==> config.mk <==
export PLATFORM = sky130hd
export DESIGN_NAME = tiered_block_free_list
export DESIGN_NICKNAME = d
export VERILOG_FILES = /design/src/hdl/tbfl_pkg.sv /design/src/hdl/tbfl_ram.sv /design/src/hdl/tiered_block_free_list.sv
export SDC_FILE = /design/constraint.sdc
export NUM_CORES = 2
export LEC_CHECK = 0
export BUFFER_PORTS_ARGS = -buffer_cell sky130_fd_sc_hd__buf_2
export CAP_MARGIN = 0
export CORE_ASPECT_RATIO = 0.75
export CORE_UTILIZATION = 25
export CTS_CLUSTER_SIZE = 20
export DETAILED_ROUTE_END_ITERATION = 6
export GPL_TIMING_DRIVEN = 0
export MAX_ROUTING_LAYER = met4
export RECOVER_POWER = 50
export REMOVE_ABC_BUFFERS = 1
export SLEW_MARGIN = 0
export SYNTH_ARGS = -nofsm -noshare
export SYNTH_HDL_FRONTEND = slang
export SYNTH_HIERARCHICAL = 1
export SYNTH_SLANG_ARGS = --single-unit
==> constraint.sdc <==
create_clock -name clk -period 5.4 [get_ports clk]
set_input_delay 1.08 -clock clk [delete_from_list [all_inputs] [get_ports clk]]
set_output_delay 1.08 -clock clk [all_outputs]
set_load 0.01 [all_outputs]
==> src/hdl/tbfl_pkg.sv <==
// shared constants, types and codes of the tiered block free list
package tbfl_pkg;

    localparam int HOT_DEPTH   = 64;
    localparam int WARM_DEPTH  = 128;
    localparam int BLOCK_COUNT = 256;

    localparam int HOT_AW     = (HOT_DEPTH > 1) ? $clog2(HOT_DEPTH) : 1;
    localparam int WARM_AW    = (WARM_DEPTH > 1) ? $clog2(WARM_DEPTH) : 1;
    localparam int BLK_AW     = $clog2(BLOCK_COUNT);
    localparam int HOT_CNT_W  = $clog2(HOT_DEPTH + 1);
    localparam int WARM_CNT_W = $clog2(WARM_DEPTH + 1);
    localparam int LIST_CNT_W = $clog2(BLOCK_COUNT + 1);

    // field widths of the ports
    localparam int HANDLE_W     = 8;
    localparam int HOT_LIM_W    = 7;
    localparam int WARM_LIM_W   = 8;
    localparam int LIST_FILL_W  = 9;
    localparam int CFG_DATA_W   = 8;
    localparam int OUT_DATA_W   = 40;

    localparam logic [0:0] CFG_HOT_LIMIT  = 1'b0;
    localparam logic [0:0] CFG_WARM_LIMIT = 1'b1;

    localparam logic OP_ALLOC = 1'b0;
    localparam logic OP_FREE  = 1'b1;

    typedef enum logic [1:0] {
        TIER_HOT  = 2'd0,
        TIER_WARM = 2'd1,
        TIER_LIST = 2'd2,
        TIER_NONE = 2'd3
    } tier_t;

    typedef enum logic {
        ST_IDLE,
        ST_EXEC
    } state_t;

endpackage

==> src/hdl/tbfl_ram.sv <==
// generic single-port-write, single-port-read ram with registered read data
module tbfl_ram #(
    parameter int WIDTH = 8,
    parameter int DEPTH = 64
) (
    input  logic                                   clk,
    input  logic                                   we,
    input  logic [((DEPTH > 1) ? $clog2(DEPTH) : 1)-1:0] waddr,
    input  logic [WIDTH-1:0]                       wdata,
    input  logic                                   re,
    input  logic [((DEPTH > 1) ? $clog2(DEPTH) : 1)-1:0] raddr,
    output logic [WIDTH-1:0]                       rdata
);

    logic [WIDTH-1:0] mem [DEPTH];

    always_ff @(posedge clk)
    begin
        if (we)
        begin
            mem[waddr] <= wdata;
        end
        if (re)
        begin
            rdata <= mem[raddr];
        end
    end

endmodule

==> src/hdl/tiered_block_free_list.sv <==
// top level of the tiered block free list allocator
//
// channel   dir  handshake          payload
// s_*       in   s_tvalid/s_tready  tuser operation, tdata block_handle
// m_*       out  m_tvalid/m_tready  tdata result word
// cfg_*     in   cfg_we             cfg_index, cfg_wdata
//
// each word is handled as a read of the three tier memories (hot stack top,
// warm stack top, link of the list head), then the decision and write-back
// reset leaves the stacks empty and the free list full, highest block at the head;
// links of entries never written read as the index below, so no clearing pass
// a result waits in the output register while the next word is taken in; the
// decision cycle holds until that register is free
module tiered_block_free_list
    import tbfl_pkg::*;
(
    input  logic                   clk,
    input  logic                   rst_n,
    input  logic                   s_tvalid,
    output logic                   s_tready,
    input  logic [HANDLE_W-1:0]    s_tdata,   // block_handle
    input  logic [0:0]             s_tuser,   // operation
    output logic                   m_tvalid,
    input  logic                   m_tready,
    // success, granted_handle, tier, hot_fill, warm_fill, list_free_count, zero pad
    output logic [OUT_DATA_W-1:0]  m_tdata,
    input  logic                   cfg_we,
    input  logic [0:0]             cfg_index,
    input  logic [CFG_DATA_W-1:0]  cfg_wdata
);

    state_t state_reg, state_next;

    logic [HOT_LIM_W-1:0]  hot_limit_reg;
    logic [WARM_LIM_W-1:0] warm_limit_reg;

    logic [HOT_CNT_W-1:0]  hot_count_reg, hot_count_next;
    logic [WARM_CNT_W-1:0] warm_count_reg, warm_count_next;
    logic [BLK_AW-1:0]     list_head_reg, list_head_next;
    logic [LIST_CNT_W-1:0] list_count_reg, list_count_next;
    logic [BLOCK_COUNT-1:0] link_valid_reg;

    logic                  op_reg;
    logic [HANDLE_W-1:0]   handle_reg;

    logic                  m_tvalid_reg, m_tvalid_next;
    logic [OUT_DATA_W-1:0] m_data_reg, m_data_next;

    logic accept;
    logic commit;

    // memory ports
    logic [HOT_AW-1:0]  hot_raddr, hot_waddr;
    logic [WARM_AW-1:0] warm_raddr, warm_waddr;
    logic [BLK_AW-1:0]  hot_rdata, warm_rdata, link_rdata;
    logic               hot_we, warm_we, link_we;

    // decision results
    logic              ok;
    tier_t             tier;
    logic [BLK_AW-1:0] granted;
    logic [HOT_CNT_W-1:0]  hot_cap;
    logic [WARM_CNT_W-1:0] warm_cap;
    logic [BLK_AW-1:0] head_link;
    logic [BLK_AW-1:0] free_handle;
    logic              handle_ok;

    tbfl_ram #(.WIDTH(BLK_AW), .DEPTH(HOT_DEPTH)) u_hot_ram (
        .clk   (clk),
        .we    (hot_we),
        .waddr (hot_waddr),
        .wdata (free_handle),
        .re    (accept),
        .raddr (hot_raddr),
        .rdata (hot_rdata)
    );

    tbfl_ram #(.WIDTH(BLK_AW), .DEPTH(WARM_DEPTH)) u_warm_ram (
        .clk   (clk),
        .we    (warm_we),
        .waddr (warm_waddr),
        .wdata (free_handle),
        .re    (accept),
        .raddr (warm_raddr),
        .rdata (warm_rdata)
    );

    tbfl_ram #(.WIDTH(BLK_AW), .DEPTH(BLOCK_COUNT)) u_link_ram (
        .clk   (clk),
        .we    (link_we),
        .waddr (free_handle),
        .wdata (list_head_reg),
        .re    (accept),
        .raddr (list_head_reg),
        .rdata (link_rdata)
    );

    // next state
    always_comb
    begin
        state_next = state_reg;
        case (state_reg)
            ST_IDLE:
            begin
                if (s_tvalid)
                begin
                    state_next = ST_EXEC;
                end
            end
            ST_EXEC:
            begin
                if (commit)
                begin
                    state_next = ST_IDLE;
                end
            end
            default:
            begin
                state_next = ST_IDLE;
            end
        endcase
    end

    // fsm outputs
    always_comb
    begin
        s_tready = 1'b0;
        commit   = 1'b0;
        case (state_reg)
            ST_IDLE:
            begin
                s_tready = 1'b1;
            end
            ST_EXEC:
            begin
                commit = !m_tvalid_reg || m_tready;
            end
            default:
            begin
                s_tready = 1'b0;
            end
        endcase
    end

    assign accept = s_tvalid && s_tready;

    // top-of-stack reads; garbage when a stack is empty, never used then
    assign hot_raddr  = HOT_AW'(hot_count_reg - 1'b1);
    assign warm_raddr = WARM_AW'(warm_count_reg - 1'b1);
    assign hot_waddr  = HOT_AW'(hot_count_reg);
    assign warm_waddr = WARM_AW'(warm_count_reg);

    // limits above the stack depth act as the depth
    assign hot_cap  = (32'(hot_limit_reg) > HOT_DEPTH) ? HOT_CNT_W'(HOT_DEPTH)
                                                      : HOT_CNT_W'(hot_limit_reg);
    assign warm_cap = (32'(warm_limit_reg) > WARM_DEPTH) ? WARM_CNT_W'(WARM_DEPTH)
                                                        : WARM_CNT_W'(warm_limit_reg);

    // an untouched link points at the index below, block zero at itself
    assign head_link = link_valid_reg[list_head_reg] ? link_rdata :
                       (list_head_reg == '0) ? '0 : list_head_reg - 1'b1;

    assign free_handle = BLK_AW'(handle_reg);
    assign handle_ok   = 32'(handle_reg) < BLOCK_COUNT;

    // tier decision
    always_comb
    begin
        ok              = 1'b0;
        tier            = TIER_NONE;
        granted         = '0;
        hot_we          = 1'b0;
        warm_we         = 1'b0;
        link_we         = 1'b0;
        hot_count_next  = hot_count_reg;
        warm_count_next = warm_count_reg;
        list_head_next  = list_head_reg;
        list_count_next = list_count_reg;
        if (op_reg == OP_ALLOC)
        begin
            if (hot_count_reg != '0)
            begin
                ok             = 1'b1;
                tier           = TIER_HOT;
                granted        = hot_rdata;
                hot_count_next = hot_count_reg - 1'b1;
            end
            else if (warm_count_reg != '0)
            begin
                ok              = 1'b1;
                tier            = TIER_WARM;
                granted         = warm_rdata;
                warm_count_next = warm_count_reg - 1'b1;
            end
            else if (list_count_reg != '0)
            begin
                ok              = 1'b1;
                tier            = TIER_LIST;
                granted         = list_head_reg;
                list_head_next  = head_link;
                list_count_next = list_count_reg - 1'b1;
            end
        end
        else if (handle_ok)
        begin
            if (hot_count_reg < hot_cap)
            begin
                ok             = 1'b1;
                tier           = TIER_HOT;
                hot_we         = commit;
                hot_count_next = hot_count_reg + 1'b1;
            end
            else if (warm_count_reg < warm_cap)
            begin
                ok              = 1'b1;
                tier            = TIER_WARM;
                warm_we         = commit;
                warm_count_next = warm_count_reg + 1'b1;
            end
            else if (32'(list_count_reg) < BLOCK_COUNT)
            begin
                ok              = 1'b1;
                tier            = TIER_LIST;
                link_we         = commit;
                list_head_next  = free_handle;
                list_count_next = list_count_reg + 1'b1;
            end
        end
    end

    // result word and output register
    always_comb
    begin
        m_data_next = m_data_reg;
        if (commit)
        begin
            m_data_next = {5'b0,
                           LIST_FILL_W'(list_count_next),
                           WARM_LIM_W'(warm_count_next),
                           HOT_LIM_W'(hot_count_next),
                           tier,
                           HANDLE_W'(granted),
                           ok};
        end
    end

    always_comb
    begin
        if (commit)
        begin
            m_tvalid_next = 1'b1;
        end
        else if (m_tready)
        begin
            m_tvalid_next = 1'b0;
        end
        else
        begin
            m_tvalid_next = m_tvalid_reg;
        end
    end

    assign m_tvalid = m_tvalid_reg;
    assign m_tdata  = m_data_reg;

    always_ff @(posedge clk or negedge rst_n)
    begin
        if (!rst_n)
        begin
            state_reg      <= ST_IDLE;
            m_tvalid_reg   <= 1'b0;
            hot_count_reg  <= '0;
            warm_count_reg <= '0;
            list_head_reg  <= BLK_AW'(BLOCK_COUNT - 1);
            list_count_reg <= LIST_CNT_W'(BLOCK_COUNT);
            link_valid_reg <= '0;
            hot_limit_reg  <= HOT_LIM_W'(64);
            warm_limit_reg <= WARM_LIM_W'(128);
        end
        else
        begin
            state_reg    <= state_next;
            m_tvalid_reg <= m_tvalid_next;
            if (commit)
            begin
                hot_count_reg  <= hot_count_next;
                warm_count_reg <= warm_count_next;
                list_head_reg  <= list_head_next;
                list_count_reg <= list_count_next;
            end
            if (link_we)
            begin
                link_valid_reg[free_handle] <= 1'b1;
            end
            if (cfg_we)
            begin
                case (cfg_index)
                    CFG_HOT_LIMIT:  hot_limit_reg  <= HOT_LIM_W'(cfg_wdata);
                    CFG_WARM_LIMIT: warm_limit_reg <= WARM_LIM_W'(cfg_wdata);
                    default:        hot_limit_reg  <= hot_limit_reg;
                endcase
            end
        end
    end

    // request payload, captured on accept
    always_ff @(posedge clk)
    begin
        if (accept)
        begin
            op_reg     <= s_tuser[0];
            handle_reg <= s_tdata;
        end
        m_data_reg <= m_data_next;
    end

endmodule

==> qor.csv <==
metric,value,unit
ys_seq_area_frac,0.749,
cts_sinks,3957,
ys_ff_latch,3957,
clock-root-buffer,clkbuf_16,
status,"finished, violations left",
final_nets,8009,
r2r-start,warm_count_reg[0],
grt_max_degree,118,
avgSynthCellArea,20.2,um^2
num_rows,251,
grt_overflow,0,
htreeDepth,5,
synth_edf_count,3652,
core_region_area,624000,um^2
timing.hold.ws,0.273,ns
synth_top_cell_area_share,0.700,
peakVddDrop,0.000557,V
die_area,630000,um^2
end_kind,register,
num_vias,78200,
route.detailed.drc,4,
final_cells,16700,
relSlewSlack,-1.97,
max_freq,0.191,GHz
syn_area,157000,um^2
fin_total_pwr,96.0,mW
io_buffers,59,
ant_nets,0,
crit_path_end,u_warm_ram/rdata[3],
synth-main-ff-cell,edfxtp_1,
path_class,reg2reg,
synth_area_leader_cell,edfxtp_1,
area_growth,16.2,%
dp_hpwl,243,mm
crit_start,warm_count_reg[0],
initial_core_util,0.251,
gp_congestion,0.789,
critPathRequiredTime,6.13,ns
timing.rr.end,u_warm_ram/rdata[3],
post_drt_via_cell_ratio,4.69,
routed_wl,384,mm
clockBufferDepth,4,
synthDistinctLibCells,94,
grt_pass1_wl,560,mm
drtIter0Drc,8873,
grt_pass1_vias,78000,
synth_cells,7735,
die_h,687,um
antenna_found_initial,13,
largest_registers,"u_link_ram/mem (2048), u_warm_ram/mem (1024), u_hot_ram/mem (512)",
cp.arrival,5.97,ns
nFillCells,60600,
synth.area.top_cells,"edfxtp_1, mux4_2, dfrtp_1",
clock_skew,0.101,ns
setup_viol,0,
crit_fanout,32,
drive_above_1_share,0.240,
yosys_warnings,6,
multi_input_area,37100,um^2
stdcell_area,182000,um^2
violations,"design-rule violations, max-capacitance violations, max-slew violations",
reg2reg_depth,14,
clk_latency,1.00,ns
drv_slew,449,
largest_register_ffs,2048,
grt_use_total,0.121,
fp.dieW,916,um
p_leak,56.7,nW
place_area,170000,um^2
regToRegSetupSlack,0.16,ns
cp-start-kind,register,
final_util,0.292,
worst_pin_slew,4.46,ns
cap_violations,7,
place_inst,15900,
dr.pass1.iters,7,
cts_tree,yes,
hold_depth,1,
cts_buffers,399,
p_per_area,528,nW/um^2
finalHoldViolations,0,
top_register,u_link_ram/mem,
rsz0062_at_grt,false,
min_period,5.24,ns
hold_class,in2reg,
regArea,117000,um^2
ioPinCount,65,
fin_crit_sh,0.971,
async_flop_share,0.0771,
clk_pin_slew,0.07,ns
drt-wirelength-per-cell,23.0,um
routing by layer:
layer  part of all wire  vias to the layer above  global-route usage  routed length (um)
met5                  0                        -                   -                   0
met4              0.024                        0              0.0281                9270
met3              0.087                      544              0.0267               33400
met2               0.44                     3139               0.173              168000
met1               0.45                    42000               0.176              173000
li1                   -                    32400                   -                   -
cell families after synthesis:
group / count (synthesis) / share of synthesized area
buf+inv: 510 / 0.0179
other cells: 1 / 0.0000239
fa+ha+maj: 21 / 0.00168
simple gates: 1139 / 0.0331
compound gates: 860 / 0.0408
mux: 1207 / 0.155
xor+xnor: 40 / 0.00224
flops: 3957 / 0.749
power by group:
part | internal [mW] | total, mW | switching (mW)
clock network | 15.7 | 27.5 | 11.8
logic | 12.4 | 30.5 | 18.1
registers | 36.8 | 38.0 | 1.13
total | 64.9 | 96.0 | 31.0
per-stage QoR:
| stage | setup WS (ns) | TNS [ns] |
|---|---|---|
| after floorplan | -18.93 | -5041.07 |
| after global placement | -33.93 | - |
| after detailed placement | -1.69 | -2862.44 |
| after CTS | -0.256 | -37.01 |
| after global routing | 0.000868 | 0 |
| final | 0.158 | 0 |
cell type report:
| class | instances | share of cell area |
|---|---|---|
| antenna | 12 | 0.000165 |
| clock buffer | 495 | 0.0579 |
| clock inverter | 234 | 0.0132 |
| inverter | 30 | 0.000977 |
| multi-input combinational | 3272 | 0.204 |
| sequential | 3957 | 0.645 |
| tap | 8349 | 0.0574 |
| timing repair buffer | 303 | 0.0217 |
| timing repair inverter | 2 | 0.0000756 |
cells in the final DEF, fill, tap and decap left out, drive strengths merged, types with 19 or more instances in the layout:
cell type and instances:
nand4 27, nand2 193, xor2 19, clkinv 174
nor3 67, clkbuf 605, edfxtp 3652, buf 189
mux2 47, nand3 81, o21ai 40, a21o 88
ha 21, nor4 36, nor2b 64, nor2 557
xnor2 21, o221ai 61, a21oi 136, inv 39
o21bai 176, a221oi 25, a22oi 152, nand2b 26
bufinv 39, dfrtp 294, a211oi 27, mux2i 188
o22ai 41, mux4 972
Yosys cell counts (15+ instances only):
library cell  number
clkbuf_1         236
a22oi_1          152
mux4_2           970
nand2_1          193
and2_1            15
buf_2             75
a21oi_1          135
o21bai_1         136
nand4_1           27
nor2_1           557
a211oi_1          27
a21o_1            87
buf_8             17
o21bai_2          40
buf_4             59
nand2b_1          26
nor4_1            33
o21ai_0           36
edfxtp_1        3652
buf_1             53
o22ai_1           41
inv_1             26
o221ai_1          60
xor2_1            19
nor2b_1           64
buf_6             30
nand3_1           81
mux2_2            47
nor3_1            67
a221oi_1          24
ha_1              21
mux2i_1          188
xnor2_1           21
dfrtp_1          294
critical path, stage by stage (launching register included):
cell	delay (ns)
dfrtp_4	0.68
inv_16	0.25
buf_16	0.27
ha_2	0.33
xor2_4	0.34
buf_12	0.23
buf_16	0.19
buf_12	0.21
buf_16	0.19
buf_12	0.21
buf_16	0.19
mux4_2	0.35
mux4_2	0.59
mux4_2	0.57
mux2_2	0.36
how the worst min path moves through the flow:
stage	startpoint	endpoint	slack (ns)
final	s_tdata[5]	free_handle[5]	0.27
after global routing	s_tdata[6]	free_handle[6]	0.23
after CTS	rst_n	link_valid_reg[86]	0.11
after detailed placement	link_valid_reg[30]	link_valid_reg[30]	0.44
after global placement	link_valid_reg[61]	link_valid_reg[61]	0.43
after floorplan	link_valid_reg[109]	link_valid_reg[109]	0.42
timing repair:
item / in CTS / in global routing
pin swaps: 23 / 0
hold endpoints to repair: 0 / 0
endpoints found under the setup margin: 2904 / 525
buffers inserted: 42 / 0
hold buffers: 0 / 0
resized for setup: 60 / 27
gates cloned: 3 / 0
Note: power is estimated with default switching activity, not from simulation.
